## config.mk

```make
export PLATFORM = sky130hd
export DESIGN_NAME = distance_vector_router
export DESIGN_NICKNAME = d
export VERILOG_FILES = /design/src/rtl/dvr_pkg.sv /design/src/rtl/dvr_ram.sv /design/src/rtl/dvr_ctrl.sv /design/src/rtl/dvr_datapath.sv /design/src/rtl/distance_vector_router.sv
export SDC_FILE = /design/constraint.sdc
export NUM_CORES = 2
export LEC_CHECK = 0
export BUFFER_PORTS_ARGS = -buffer_cell sky130_fd_sc_hd__buf_2
export CAP_MARGIN = 5
export CORE_MARGIN = 3
export CORE_UTILIZATION = 45
export CTS_CLUSTER_SIZE = 20
export DETAILED_ROUTE_END_ITERATION = 8
export GPL_TIMING_DRIVEN = 1
export SLEW_MARGIN = 0
export SYNTH_ARGS = -nofsm -noshare
export SYNTH_HDL_FRONTEND = slang
export SYNTH_HIERARCHICAL = 1
export SYNTH_SLANG_ARGS = --single-unit
```

## constraint.sdc

```tcl
create_clock -name clk -period 8.95 [get_ports clk]
set_input_delay 0.895 -clock clk [delete_from_list [all_inputs] [get_ports clk]]
set_output_delay 0.895 -clock clk [all_outputs]
set_load 0.02 [all_outputs]
```

## src/rtl/dvr_pkg.sv

```systemverilog
// distance vector router: shared types and codes
// used by dvr_ctrl, dvr_datapath and distance_vector_router
package dvr_pkg;

  typedef enum logic [1:0] {
    OP_SET_LINK   = 2'd0,
    OP_VECTOR     = 2'd1,
    OP_DISCONNECT = 2'd2,
    OP_LOOKUP     = 2'd3
  } op_t;

  typedef enum logic [1:0] {
    REG_SELF_ID        = 2'd0,
    REG_NODE_COUNT     = 2'd1,
    REG_NEIGHBOR_COUNT = 2'd2
  } reg_idx_t;

  typedef struct packed {
    logic latch;
    logic exec;
    logic dc_own;
    logic rc_init;
    logic rd_issue;
    logic rc_write;
    logic load_out;
  } cmd_t;

  typedef struct packed {
    op_t  op;
    logic hit;
    logic last;
    logic skip_d;
    logic out_busy;
  } status_t;

endpackage

```

## src/rtl/dvr_ram.sv

```systemverilog
// generic single write port ram with registered read
// no dependencies
module dvr_ram #(
  parameter int WIDTH = 10,
  parameter int DEPTH = 128
) (
  input  logic                     clk,
  input  logic                     we,
  input  logic [$clog2(DEPTH)-1:0] waddr,
  input  logic [WIDTH-1:0]         wdata,
  input  logic [$clog2(DEPTH)-1:0] raddr,
  output logic [WIDTH-1:0]         rdata
);

  logic [WIDTH-1:0] mem [DEPTH];

  always_ff @(posedge clk) begin
    if (we) begin
      mem[waddr] <= wdata;
    end
    rdata <= mem[raddr];
  end

endmodule

```

## src/rtl/dvr_ctrl.sv

```systemverilog
// distance vector router: controller state machine and walk counters
// depends on dvr_pkg
module dvr_ctrl
  import dvr_pkg::*;
#(
  parameter int NODES     = 16,
  parameter int NEIGHBORS = 8
) (
  input  logic                                          clk,
  input  logic                                          rst,
  input  logic                                          s_tvalid,
  output logic                                          s_tready,
  input  logic [$clog2(NODES+1)-1:0]                    nc,
  input  logic [$clog2(NEIGHBORS+1)-1:0]                ns,
  input  status_t                                       st,
  output cmd_t                                          cmd,
  output logic [$clog2(NODES)-1:0]                      d,
  output logic [((NEIGHBORS > 1) ? $clog2(NEIGHBORS) : 1)-1:0] j
);

  localparam int NIW = $clog2(NODES);
  localparam int SIW = (NEIGHBORS > 1) ? $clog2(NEIGHBORS) : 1;
  localparam int NCW = $clog2(NODES + 1);
  localparam int NSW = $clog2(NEIGHBORS + 1);

  typedef enum logic [7:0] {
    S_IDLE     = 8'b00000001,
    S_EXEC     = 8'b00000010,
    S_DC_OWN   = 8'b00000100,
    S_RC_INIT  = 8'b00001000,
    S_RC_RUN   = 8'b00010000,
    S_RC_DRAIN = 8'b00100000,
    S_RC_WRITE = 8'b01000000,
    S_FIN      = 8'b10000000
  } state_t;

  state_t state, state_next;
  logic [NIW-1:0] d_next;
  logic [SIW-1:0] j_next;
  logic d_last, j_last, nc_zero;

  assign d_last  = (NCW'(d) + NCW'(1)) == nc;
  assign j_last  = (NSW'(j) + NSW'(1)) == ns;
  assign nc_zero = nc == '0;
  assign s_tready = state == S_IDLE;

  always_comb begin
    state_next = state;
    d_next     = d;
    j_next     = j;
    cmd        = '0;
    unique case (state)
      S_IDLE: begin
        if (s_tvalid) begin
          cmd.latch  = 1'b1;
          state_next = S_EXEC;
        end
      end
      S_EXEC: begin
        cmd.exec = 1'b1;
        d_next   = '0;
        unique case (st.op)
          OP_VECTOR: begin
            state_next = (st.hit && st.last && !nc_zero) ? S_RC_INIT : S_FIN;
          end
          OP_DISCONNECT: begin
            state_next = nc_zero ? S_FIN : S_DC_OWN;
          end
          default: begin
            state_next = S_FIN;
          end
        endcase
      end
      S_DC_OWN: begin
        cmd.dc_own = 1'b1;
        if (d_last) begin
          d_next     = '0;
          state_next = S_RC_INIT;
        end else begin
          d_next = d + NIW'(1);
        end
      end
      S_RC_INIT: begin
        cmd.rc_init = 1'b1;
        j_next      = '0;
        state_next  = (st.skip_d || ns == '0) ? S_RC_WRITE : S_RC_RUN;
      end
      S_RC_RUN: begin
        cmd.rd_issue = 1'b1;
        if (j_last) begin
          state_next = S_RC_DRAIN;
        end else begin
          j_next = j + SIW'(1);
        end
      end
      S_RC_DRAIN: begin
        state_next = S_RC_WRITE;
      end
      S_RC_WRITE: begin
        cmd.rc_write = 1'b1;
        if (d_last) begin
          state_next = S_FIN;
        end else begin
          d_next     = d + NIW'(1);
          state_next = S_RC_INIT;
        end
      end
      S_FIN: begin
        if (!st.out_busy) begin
          cmd.load_out = 1'b1;
          state_next   = S_IDLE;
        end
      end
      default: begin
        state_next = S_IDLE;
      end
    endcase
  end

  always_ff @(posedge clk) begin
    if (rst) begin
      state <= S_IDLE;
      d     <= '0;
      j     <= '0;
    end else begin
      state <= state_next;
      d     <= d_next;
      j     <= j_next;
    end
  end

  a_run_in_range: assert property (@(posedge clk) disable iff (rst)
    state == S_RC_RUN |-> (NSW'(j) < ns))
    else $error("slot walk past active slots");

  a_run_not_skipped: assert property (@(posedge clk) disable iff (rst)
    state == S_RC_RUN |-> !st.skip_d)
    else $error("walk on a skipped destination");

  a_fin_release: assert property (@(posedge clk) disable iff (rst)
    state == S_FIN && !st.out_busy |=> state == S_IDLE)
    else $error("result not released");

  a_idle_one_request: assert property (@(posedge clk) disable iff (rst)
    cmd.latch |=> state == S_EXEC)
    else $error("request not executed");

endmodule

```

## src/rtl/dvr_datapath.sv

```systemverilog
// distance vector router: tables, vector ram, compare unit and result register
// depends on dvr_pkg and dvr_ram
module dvr_datapath
  import dvr_pkg::*;
#(
  parameter int NODES     = 16,
  parameter int NEIGHBORS = 8,
  parameter int INFINITE  = 999
) (
  input  logic                                          clk,
  input  logic                                          rst,
  input  logic [1:0]                                    s_command,
  input  logic [2:0]                                    s_slot,
  input  logic [3:0]                                    s_source,
  input  logic [3:0]                                    s_target,
  input  logic [9:0]                                    s_cost,
  input  logic                                          s_last,
  input  logic [3:0]                                    self_id,
  input  logic [$clog2(NODES+1)-1:0]                    nc,
  input  logic [$clog2(NEIGHBORS+1)-1:0]                ns,
  input  cmd_t                                          cmd,
  input  logic [$clog2(NODES)-1:0]                      d,
  input  logic [((NEIGHBORS > 1) ? $clog2(NEIGHBORS) : 1)-1:0] j,
  output status_t                                       st,
  input  logic                                          m_tready,
  output logic                                          m_tvalid,
  output logic                                          m_status,
  output logic [3:0]                                    m_next_hop,
  output logic                                          m_found
);

  localparam int NIW    = $clog2(NODES);
  localparam int SIW    = (NEIGHBORS > 1) ? $clog2(NEIGHBORS) : 1;
  localparam int CW     = $clog2(INFINITE + 1);
  localparam int AW     = SIW + NIW;
  localparam int VDEPTH = 2 ** AW;
  localparam logic [CW-1:0] INF = CW'(INFINITE);

  op_t            op_r;
  logic [2:0]     slot_r;
  logic [3:0]     src_r, tgt_r;
  logic [CW-1:0]  cost_r;
  logic           last_r;

  logic [3:0]     nn   [NEIGHBORS];
  logic [CW-1:0]  link [NEIGHBORS];
  logic [CW-1:0]  own  [NODES];
  logic [3:0]     hop  [NODES];
  logic           hv   [NODES];
  logic           vv   [VDEPTH];

  logic           hit;
  logic [SIW-1:0] hit_j;
  logic           tgt_ok, ram_we;
  logic [AW-1:0]  waddr, raddr;
  logic [CW-1:0]  ram_q;
  logic           vv_q, cmp_en;
  logic [SIW-1:0] p_j;
  logic [3:0]     nnp;
  logic [NIW-1:0] own_addr;
  logic [CW-1:0]  own_rd, first, vcost, sumc, dc_val;
  logic [CW:0]    sum;
  logic [CW-1:0]  best;
  logic [3:0]     best_hop;
  logic           improved, every_finite, route_ok;
  logic           res_status, res_found;
  logic [3:0]     res_hop;

  always_ff @(posedge clk) begin
    if (cmd.latch) begin
      op_r   <= op_t'(s_command);
      slot_r <= s_slot;
      src_r  <= s_source;
      tgt_r  <= s_target;
      cost_r <= (32'(s_cost) > INFINITE) ? INF : CW'(s_cost);
      last_r <= s_last;
    end
  end

  always_comb begin
    hit   = 1'b0;
    hit_j = '0;
    for (int k = NEIGHBORS - 1; k >= 0; k--) begin
      if (k < int'(ns) && nn[k] == src_r) begin
        hit   = 1'b1;
        hit_j = SIW'(k);
      end
    end
  end

  assign tgt_ok       = int'(tgt_r) < int'(nc);
  assign ram_we       = cmd.exec && op_r == OP_VECTOR && hit && tgt_ok;
  assign waddr        = {hit_j, NIW'(tgt_r)};
  assign raddr        = {j, d};
  assign every_finite = op_r == OP_DISCONNECT;

  assign st.op       = op_r;
  assign st.hit      = hit;
  assign st.last     = last_r;
  assign st.skip_d   = (int'(d) == int'(self_id)) ||
                       (op_r == OP_DISCONNECT && int'(d) == int'(src_r));
  assign st.out_busy = m_tvalid && !m_tready;

  dvr_ram #(.WIDTH(CW), .DEPTH(VDEPTH)) u_vec_ram (
    .clk   (clk),
    .we    (ram_we),
    .waddr (waddr),
    .wdata (cost_r),
    .raddr (raddr),
    .rdata (ram_q)
  );

  always_ff @(posedge clk) begin
    if (rst) begin
      cmp_en <= 1'b0;
    end else begin
      cmp_en <= cmd.rd_issue;
    end
    vv_q <= vv[raddr];
    p_j  <= j;
  end

  assign nnp      = nn[p_j];
  assign own_addr = cmd.rc_init ? d : NIW'(nnp);
  assign own_rd   = own[own_addr];
  assign first    = (int'(nnp) < int'(nc)) ? own_rd : INF;
  assign vcost    = vv_q ? ram_q : INF;
  assign sum      = {1'b0, first} + {1'b0, vcost};
  assign sumc     = (sum > {1'b0, INF}) ? INF : sum[CW-1:0];

  always_comb begin
    dc_val = (int'(d) == int'(self_id)) ? '0 : INF;
    for (int k = 0; k < NEIGHBORS; k++) begin
      if (k < int'(ns) && int'(nn[k]) == int'(d)) begin
        dc_val = link[k];
      end
    end
    if (self_id == src_r || int'(d) == int'(src_r)) begin
      dc_val = INF;
    end
  end

  always_ff @(posedge clk) begin
    if (cmd.rc_init) begin
      best     <= own_rd;
      best_hop <= 4'(d);
      improved <= 1'b0;
    end else if (cmp_en && sumc < best) begin
      best     <= sumc;
      best_hop <= nnp;
      improved <= 1'b1;
    end
  end

  assign route_ok = every_finite ? (best != INF) : improved;

  always_ff @(posedge clk) begin
    if (rst) begin
      for (int k = 0; k < NEIGHBORS; k++) begin
        nn[k]   <= '0;
        link[k] <= INF;
      end
      for (int n = 0; n < NODES; n++) begin
        own[n] <= INF;
        hv[n]  <= 1'b0;
      end
      for (int a = 0; a < VDEPTH; a++) begin
        vv[a] <= 1'b0;
      end
    end else begin
      if (cmd.exec && op_r == OP_SET_LINK && 32'(slot_r) < NEIGHBORS) begin
        nn[SIW'(slot_r)]   <= src_r;
        link[SIW'(slot_r)] <= cost_r;
      end
      if (ram_we) begin
        vv[waddr] <= 1'b1;
      end
      if (cmd.exec && op_r == OP_DISCONNECT) begin
        for (int k = 0; k < NEIGHBORS; k++) begin
          if (k < int'(ns) && nn[k] == src_r) begin
            link[k] <= INF;
          end
          for (int n = 0; n < NODES; n++) begin
            if (k < int'(ns) && n < int'(nc) && (nn[k] == src_r || n == int'(src_r))) begin
              vv[{SIW'(k), NIW'(n)}] <= 1'b0;
            end
          end
        end
        if (int'(src_r) < NODES) begin
          hv[NIW'(src_r)] <= 1'b0;
        end
      end
      if (cmd.dc_own) begin
        own[d] <= dc_val;
      end
      if (cmd.rc_write) begin
        own[d] <= best;
        if (route_ok) begin
          hv[d] <= 1'b1;
        end
      end
    end
  end

  always_ff @(posedge clk) begin
    if (cmd.rc_write && route_ok) begin
      hop[d] <= best_hop;
    end
  end

  always_ff @(posedge clk) begin
    if (cmd.exec) begin
      res_status <= op_r == OP_VECTOR && !hit;
      res_found  <= 1'b0;
      res_hop    <= '0;
      if (op_r == OP_LOOKUP && int'(tgt_r) < NODES && hv[NIW'(tgt_r)]) begin
        res_found <= 1'b1;
        res_hop   <= hop[NIW'(tgt_r)];
      end
    end
  end

  always_ff @(posedge clk) begin
    if (rst) begin
      m_tvalid <= 1'b0;
    end else if (cmd.load_out) begin
      m_tvalid <= 1'b1;
    end else if (m_tready) begin
      m_tvalid <= 1'b0;
    end
    if (cmd.load_out) begin
      m_status   <= res_status;
      m_next_hop <= res_hop;
      m_found    <= res_found;
    end
  end

  a_load_shows: assert property (@(posedge clk) disable iff (rst)
    cmd.load_out |=> m_tvalid)
    else $error("result lost");

  a_no_load_busy: assert property (@(posedge clk) disable iff (rst)
    cmd.load_out |-> !(m_tvalid && !m_tready))
    else $error("result overwritten");

  a_cmp_after_issue: assert property (@(posedge clk) disable iff (rst)
    cmp_en |-> $past(cmd.rd_issue))
    else $error("compare without read");

endmodule

```

## src/rtl/distance_vector_router.sv

```systemverilog
// distance vector router top level: stream ports, register port, effective counts
// depends on dvr_pkg, dvr_ctrl, dvr_datapath, dvr_ram
//
// one request in on the s_ channel, exactly one result out on the m_ channel.
// commands: set_link, vector_entry, disconnect, lookup (s_tuser).
// set_link, lookup and vector entries without last go from the execute state
// straight to the finish state that loads the result. a last vector entry from
// an active neighbor recomputes the own vector over nc nodes and ns active
// slots, one cost pair a cycle through the single read port of the neighbor
// vector ram; disconnect first rebuilds the own vector node by node, then recomputes.
// one request is worked at a time; a new one is taken as soon as the
// previous result sits in the output register.
// a stalled receiver holds the result; the next request still runs but its
// result waits until the held one is taken.
// reset clears all tables to unreachable at once, no clearing pass.
// registers: 0 self_id, 4 node_count, 8 neighbor_count; write only when idle.
module distance_vector_router
  import dvr_pkg::*;
#(
  parameter int NODES     = 16,
  parameter int NEIGHBORS = 8,
  parameter int INFINITE  = 999
) (
  input  logic        clk,
  input  logic        rst,
  input  logic        s_tvalid,
  output logic        s_tready,
  input  logic [23:0] s_tdata,   // slot[2:0], source_node[6:3], target_node[10:7], cost[20:11]
  input  logic [1:0]  s_tuser,   // command
  input  logic        s_tlast,
  output logic        m_tvalid,
  input  logic        m_tready,
  output logic [7:0]  m_tdata,   // next_hop[3:0], route_found[4]
  output logic [0:0]  m_tuser,   // status
  input  logic        psel,
  input  logic        penable,
  input  logic        pwrite,
  input  logic [3:0]  paddr,
  input  logic [31:0] pwdata,
  output logic [31:0] prdata,
  output logic        pready
);

  localparam int NIW = $clog2(NODES);
  localparam int SIW = (NEIGHBORS > 1) ? $clog2(NEIGHBORS) : 1;
  localparam int NCW = $clog2(NODES + 1);
  localparam int NSW = $clog2(NEIGHBORS + 1);

  logic [3:0]     self_id;
  logic [4:0]     node_count;
  logic [3:0]     neighbor_count;
  logic [NCW-1:0] nc;
  logic [NSW-1:0] ns;
  reg_idx_t       widx;
  cmd_t           cmd;
  status_t        st;
  logic [NIW-1:0] d;
  logic [SIW-1:0] j;
  logic           m_status, m_found;
  logic [3:0]     m_next_hop;

  assign pready = 1'b1;
  assign widx   = reg_idx_t'(paddr[3:2]);

  always_ff @(posedge clk) begin
    if (rst) begin
      self_id        <= '0;
      node_count     <= 5'd16;
      neighbor_count <= '0;
    end else if (psel && penable && pwrite) begin
      unique case (widx)
        REG_SELF_ID:        self_id        <= pwdata[3:0];
        REG_NODE_COUNT:     node_count     <= pwdata[4:0];
        REG_NEIGHBOR_COUNT: neighbor_count <= pwdata[3:0];
        default: ;
      endcase
    end
  end

  always_comb begin
    unique case (widx)
      REG_SELF_ID:        prdata = {28'd0, self_id};
      REG_NODE_COUNT:     prdata = {27'd0, node_count};
      REG_NEIGHBOR_COUNT: prdata = {28'd0, neighbor_count};
      default:            prdata = '0;
    endcase
  end

  assign nc = (32'(node_count) > NODES) ? NCW'(NODES) : NCW'(node_count);
  assign ns = (32'(neighbor_count) > NEIGHBORS) ? NSW'(NEIGHBORS) : NSW'(neighbor_count);

  dvr_ctrl #(.NODES(NODES), .NEIGHBORS(NEIGHBORS)) u_ctrl (
    .clk      (clk),
    .rst      (rst),
    .s_tvalid (s_tvalid),
    .s_tready (s_tready),
    .nc       (nc),
    .ns       (ns),
    .st       (st),
    .cmd      (cmd),
    .d        (d),
    .j        (j)
  );

  dvr_datapath #(.NODES(NODES), .NEIGHBORS(NEIGHBORS), .INFINITE(INFINITE)) u_dp (
    .clk        (clk),
    .rst        (rst),
    .s_command  (s_tuser),
    .s_slot     (s_tdata[2:0]),
    .s_source   (s_tdata[6:3]),
    .s_target   (s_tdata[10:7]),
    .s_cost     (s_tdata[20:11]),
    .s_last     (s_tlast),
    .self_id    (self_id),
    .nc         (nc),
    .ns         (ns),
    .cmd        (cmd),
    .d          (d),
    .j          (j),
    .st         (st),
    .m_tready   (m_tready),
    .m_tvalid   (m_tvalid),
    .m_status   (m_status),
    .m_next_hop (m_next_hop),
    .m_found    (m_found)
  );

  assign m_tdata = {3'd0, m_found, m_next_hop};
  assign m_tuser = m_status;

endmodule

```

* Yosys cells after proc, flatten, opt, wreduce, memory -nomap -nowiden
Memory sizes are Yosys's and may differ from the RTL's. A register that Yosys moved wholly into a read port is not among the register bits. Index checks and enable logic that the tools add are counted.
Word-level totals: register bits after elaboration 77, output and inout port bits 44, word-level logic and storage cells 1489, memory bits (writable) 1760, memories 7
Memories:
- u_dp.u_vec_ram.mem | depth 128, width 10, rd ports 1, clocked after memory_dff 1, wr ports 1, RTL line dvr_ram.sv:15 | logic [WIDTH-1:0] mem [DEPTH];
- u_dp.own | depth 16, width 10, rd ports 1, clocked after memory_dff 0, wr ports 16, RTL line dvr_datapath.sv:47 | logic [CW-1:0] own [NODES];
- u_dp.vv | depth 128, width 1, rd ports 1, clocked after memory_dff 1, wr ports 128, RTL line dvr_datapath.sv:50 | logic vv [VDEPTH];
- u_dp.link | depth 8, width 10, rd ports 8, clocked after memory_dff 0, wr ports 8, RTL line dvr_datapath.sv:46 | logic [CW-1:0] link [NEIGHBORS];
- u_dp.hop | depth 16, width 4, rd ports 1, clocked after memory_dff 1, wr ports 1, RTL line dvr_datapath.sv:48 | logic [3:0] hop [NODES];
- u_dp.nn | depth 8, width 4, rd ports 9, clocked after memory_dff 1, wr ports 8, RTL line dvr_datapath.sv:45 | logic [3:0] nn [NEIGHBORS];
- +1 memories
Cells by class: $lt $le $gt $ge 31, add/subtract/negate cells 5, bitwise gates (word level) 137, multiplexer cells 788, reduce and logical (&&, ||, !) cells 443, eq/ne operators 56
Operators with widths (number):
- $mux W1 | 725
- $logic_and A1 B1 Y1 | 287
- $mux W10 | 26
- $or A1 B1 Y1 | 137
- $logic_or A1 B1 Y1 | 131
- $eq A4 B4 Y1 | 20
- $pmux W8 S8 | 1
- $mux W8 | 7
- $mux W4 | 11
- $lt A4 B5 Y1 const A | 8
- $mux W3 | 11
- $eq A4 B4 Y1 const A | 8
- $lt A3 B5 Y1 const A | 4
- $reduce_or A10 Y1 | 2
- $eq A3 B4 Y1 const A | 4
- $lt A3 B4 Y1 const A | 4
- $pmux W8 S2 | 1
- $pmux W5 S3 | 1
- $mux W7 | 2
- $pmux W4 S3 | 1
- $add A10 B10 Y11 | 1
- $gt A11 B10 Y1 const B | 1
- $gt A10 B10 Y1 const B | 1
- $lt A1 B5 Y1 const A | 2
- 39 further kinds | 64

* Depth between registers and ports, before layout
depth after elaboration 19, mapped depth 31, mapped depth without buffers 27

* Hierarchy
The synthesis kept the hierarchy.
By module, submodules not included:
- dvr_ram | area an instance 49354.8 um^2, cells each 1998, times used 1
- dvr_datapath | area an instance 26898.3 um^2, cells each 2379, times used 1
- dvr_ctrl | area an instance 1094.8 um^2, cells each 124, times used 1
- distance_vector_router | area an instance 944.7 um^2, cells each 108, times used 1

* Worst setup path after synthesis
OpenSTA, ideal clock, no wires.
kind flip-flop to flip-flop, start point register u_ctrl.state[2], end point register u_dp.best[0] (enable), slack 2054 ps, buffers on the path 5, clock period less this slack 6896 ps, arrival time 6525 ps, cell stages (with the launch flop) 31, required time 8579 ps, cell sequence dfxtp_1 -> clkbuf_2 -> nor4_4 -> nand4b_1 -> inv_1 -> clkbuf_1 -> mux2_2 -> buf_2 -> buf_2 -> buf_2 -> mux2i_1 -> mux2i_1 -> o22a_1 -> o21ai_0 -> nand2_1 -> ha_1 -> fa_1 -> a211oi_1 -> o211a_1 -> nor4_1 -> or2_2 -> a2111o_1 -> a21boi_1 -> nor2_1 -> ha_1 -> a21o_1 -> a21o_1 -> a21oi_1 -> o21ai_0 -> a41o_1 -> nand2b_1
RTL lines:
- from (decl) | RTL line dvr_ctrl.sv:37 | state_t state, state_next;
- from (signal assigned) | RTL line dvr_ctrl.sv:126 | state <= state_next;
- to (signal assigned) | RTL line dvr_datapath.sv:145 | best <= own_rd;
- to (signal assigned) | RTL line dvr_datapath.sv:149 | best <= sumc;
- to (decl) | RTL line dvr_datapath.sv:63 | logic [CW-1:0] best;

==> results_tabular.tex <==
\begin{tabular}{lr}
\hline
Metric & Value \\
\hline
\multicolumn{2}{l}{\textbf{Timing}} \\
Worst slack on hold paths & 244 ps \\
Clock period minus worst slack & 8200 ps \\
RSZ-0062 raised after global routing & false \\
Max\_slew headroom & 0.0260 \\
Post-layout worst setup margin & 749 ps \\
Final number of max-transition violations & 0 \\
Number of setup violations in the final report & 0 \\
Maximum clock frequency & 122 MHz \\
Setup total negative slack & 0 ps \\
Period utilization & 0.916 \\
Clock Skews & 44.7 ps \\
Final hold violation count & 0 \\
Actual slew at the worst max-slew pin & 1460 ps \\
\multicolumn{2}{l}{\textbf{Route}} \\
Detail Route Antenna Nets & 0 \\
Iteration-0 DRC Markers & 5194 \\
Total detailed-routing wirelength & 205 mm \\
Vias after detailed routing & 43600 \\
Drt wl/cell & 28.6 microns \\
1st-pass router iterations & 6 \\
Final routed DRC violation total & 0 \\
Post-DR vias/cell & 6.07 \\
\multicolumn{2}{l}{\textbf{Synthesis}} \\
Instance count of the mapped netlist & 4609 \\
Cell area after synthesis & 78300 sq um \\
Post-synthesis average cell area & 17.0 sq um \\
Number of enable flip-flop cells after synthesis & 1666 \\
Proportion of synthesized chip area in sequential cells & 0.688 \\
Flip-flop cell with the highest count after synthesis & edfxtp\_1 \\
Synthesis Warnings & 6 \\
Share of async-settable or async-resettable flops after synthesis & 0 \\
Number of synthesized register bits & 1859 \\
Count of cell types in the netlist & 89 \\
\multicolumn{2}{l}{\textbf{Global routing}} \\
Met1 track demand over resource in global routing & 0.326 \\
Leftover overflow at the end of global routing & 0 \\
First-pass GRT wire length & 302 mm \\
Initial antenna violation count & 8 \\
GR Layer Usage met2 & 0.354 \\
Total Routing Usage GR & 0.228 \\
Pin count of the biggest net entering global routing & 136 \\
GR Layer Usage met3 & 0.0422 \\
Via count of the first global-routing pass & 43600 \\
Layer with the highest usage after global routing & met2 \\
\multicolumn{2}{l}{\textbf{Clock network}} \\
Clock sink total & 1859 \\
Clock tree from TritonCTS & yes \\
Max clock buf depth & 3 \\
Clock H-tree levels & 4 \\
CTS clk-pin slew, worst paths & 60 ps \\
Number of buffers inserted during clock tree synthesis & 192 \\
CTS root buf & clkbuf\_16 \\
Clock insertion delay at the later pin of the skew report & 840 ps \\
Number of buffers added to fix hold violations after cts & 0 \\
Buffers inserted by post-CTS timing repair & 0 \\
Number of resized instances in the post-cts repair step & 0 \\
\multicolumn{2}{l}{\textbf{Die}} \\
Floorplan Core Area & 172000 sq um \\
Die H & 423 microns \\
Standard-cell rows & 152 \\
Horizontal extent of the die & 423 microns \\
Effective utilization at floorplan & 0.454 \\
Die area & 179000 sq um \\
Number of primary I/O pins & 114 \\
\multicolumn{2}{l}{\textbf{Power and ir drop}} \\
Internal power consumption & 14.3 mW \\
Clock Power Share & 0.429 \\
Total leakage power & 26.5 nW \\
Overall power consumption & 18.4 mW \\
Power dissipated by switching net loads & 4.11 mW \\
Worst-case vdd ir drop & 0.208 mV \\
Sequential group share of total power & 0.524 \\
Power per cell area & 211 nW/um\^{}2 \\
Proportion of power drawn by combinational gates & 0.047 \\
Switching share of total power & 0.223 \\
\multicolumn{2}{l}{\textbf{Placed design}} \\
Post-place setup slack & 810 ps \\
Placed cell count & 6820 \\
Count of buffers from port buffering & 50 \\
Placed Area & 81300 sq um \\
Placed wire-length estimate & 128 mm \\
Last weighted congestion value of the routability-driven placer & 0.878 \\
\multicolumn{2}{l}{\textbf{Worst hold path}} \\
Worst hold path class & in -> reg \\
\multicolumn{2}{l}{\textbf{Worst setup path}} \\
WP data arrival & 8660 ps \\
Longest individual stage delay on the worst path & 900 ps \\
Endpoint required time on the critical path & 9410 ps \\
Crit Path Class & reg -> reg \\
Library cell contributing the largest single delay on the critical path & mux2i\_1 \\
Crit path max-delay family & compound AO/OA/AOI/OAI gates \\
Setup crit end kind & register \\
Crit-path max FO & 14 \\
Critical Path Start Type & register \\
Worst path buffer plus inverter count & 1 \\
\multicolumn{2}{l}{\textbf{Layout}} \\
Final Non-Filler Cells & 7177 \\
Highest-count cells in the layout ignoring fill and taps & edfxtp\_1, mux4\_2, nor2\_1 \\
Share of final-layout standard cells stronger than drive strength 1 & 0.221 \\
Final Util & 0.508 \\
Final instance area & 87600 sq um \\
Most frequent standard cell in the layout excluding fill and tap cells & edfxtp\_1 \\
Area Overhead vs Synth & 11.9\% \\
Final net count & 4804 \\
\multicolumn{2}{l}{\textbf{Status}} \\
Outcome & complete, no violations \\
\multicolumn{2}{l}{\textbf{Job}} \\
Max Cap Violations & 0 \\
\hline
\end{tabular}
power by group through the flow:
stage	registers, mW	clock network, mW	logic (mW)
floorplan	9.95	0	0.394
global placement	9.84	0	0.847
detailed placement	9.85	0	0.870
CTS	9.66	8.06	0.870
global route	9.66	8.43	0.932
finish	9.66	7.91	0.871
layout make-up:
| type | count | area [sq um] |
|---|---|---|
| Clock buffer | 245 | 5120 |
| Clock inverter | 111 | 1160 |
| Timing Repair Buffer | 185 | 1300 |
| Multi-Input combinational cell | 2433 | 23100 |
| Sequential cell | 1859 | 53900 |
| Fill cell | 14100 | 84700 |
| Inverter | 33 | 126 |
| Tap cell | 2310 | 2890 |
| Antenna cell | 1 | 2.50 |
metal layers:
layer,vias up,part of all wire,routed length (microns)
met3,418,0.078,16000
met2,1839,0.47,95800
li1,18500,-,-
met1,22800,0.42,86200
met5,-,0.000063,13
met4,2,0.036,7400
final timing paths:
path | slack, ps | cells past startpoint | end | start
worst min-delay path | 240 | 1 | u_dp/src_r[2] | s_tdata[5]
worst max-delay path | 750 | 25 | u_dp/best[8] | u_ctrl/state[2]
worst min register to register | 420 | 0 | u_dp/m_next_hop[3] | u_dp/res_hop[3]
worst max register to register | 750 | 25 | u_dp/best[8] | u_ctrl/state[2]
cells in the mapped netlist (18+ instances only):
| library cell | count | area (sq um) |
|---|---|---|
| mux2_2 | 53 | 597 |
| or3_1 | 53 | 332 |
| mux2i_1 | 106 | 1060 |
| buf_4 | 39 | 293 |
| xor2_1 | 46 | 403 |
| clkbuf_1 | 180 | 676 |
| a21oi_1 | 60 | 300 |
| nand2b_1 | 65 | 407 |
| o311ai_0 | 53 | 464 |
| edfxtp_1 | 1666 | 50000 |
| nor2_1 | 342 | 1280 |
| dfxtp_1 | 193 | 3860 |
| nor3_1 | 64 | 320 |
| nor2b_1 | 34 | 213 |
| and2_1 | 67 | 419 |
| mux4_2 | 483 | 10900 |
| o211ai_1 | 74 | 556 |
| buf_2 | 69 | 345 |
| buf_1 | 18 | 67.6 |
| inv_1 | 32 | 120 |
| nand2_1 | 269 | 1010 |
| xnor2_1 | 41 | 359 |
| o21ai_0 | 203 | 1020 |
| ha_1 | 29 | 363 |
| nand3_1 | 80 | 400 |
| nand4_1 | 18 | 113 |
state kept, by name, summed over array words and instances (netlist names), 8 cells and up, named ones only:
name                  flops
u_dp/u_vec_ram/mem     1280
u_dp/cost_r              10
u_dp/best                10
u_dp/hv                  16
u_dp/link                80
u_dp/vv                 128
u_dp/own                160
u_ctrl/state              8
u_dp/hop                 64
u_dp/u_vec_ram/rdata     10
u_dp/nn                  32
worst reg2reg max path: stages (launching register included):
cell      delay (ps)
dfxtp_1          410
nor4_4           380
nand4b_1         280
inv_1            410
mux2i_1          910
nand2_1          470
o22ai_1          290
a221oi_1         120
o21ai_0          200
nand2_1           80
ha_1             260
fa_1             420
a211oi_1         430
o211a_1          210
nor4_1            70
or2_2            300
a2111o_1         410
a21boi_1         470
nor2_1            90
ha_1             310
a21o_1           180
a21o_1           160
a21oi_1          150
o21ai_0           90
a41o_1           220
nand2b_1         510
cell families after synthesis:
group	synth area share
flops	0.688
simple gates	0.0678
mux	0.160
compound gates	0.0487
buf+inv	0.0201
xor+xnor	0.0100
fa+ha+maj	0.00489
other cells	0.0000959
Note: power is estimated with default switching activity, not from simulation.
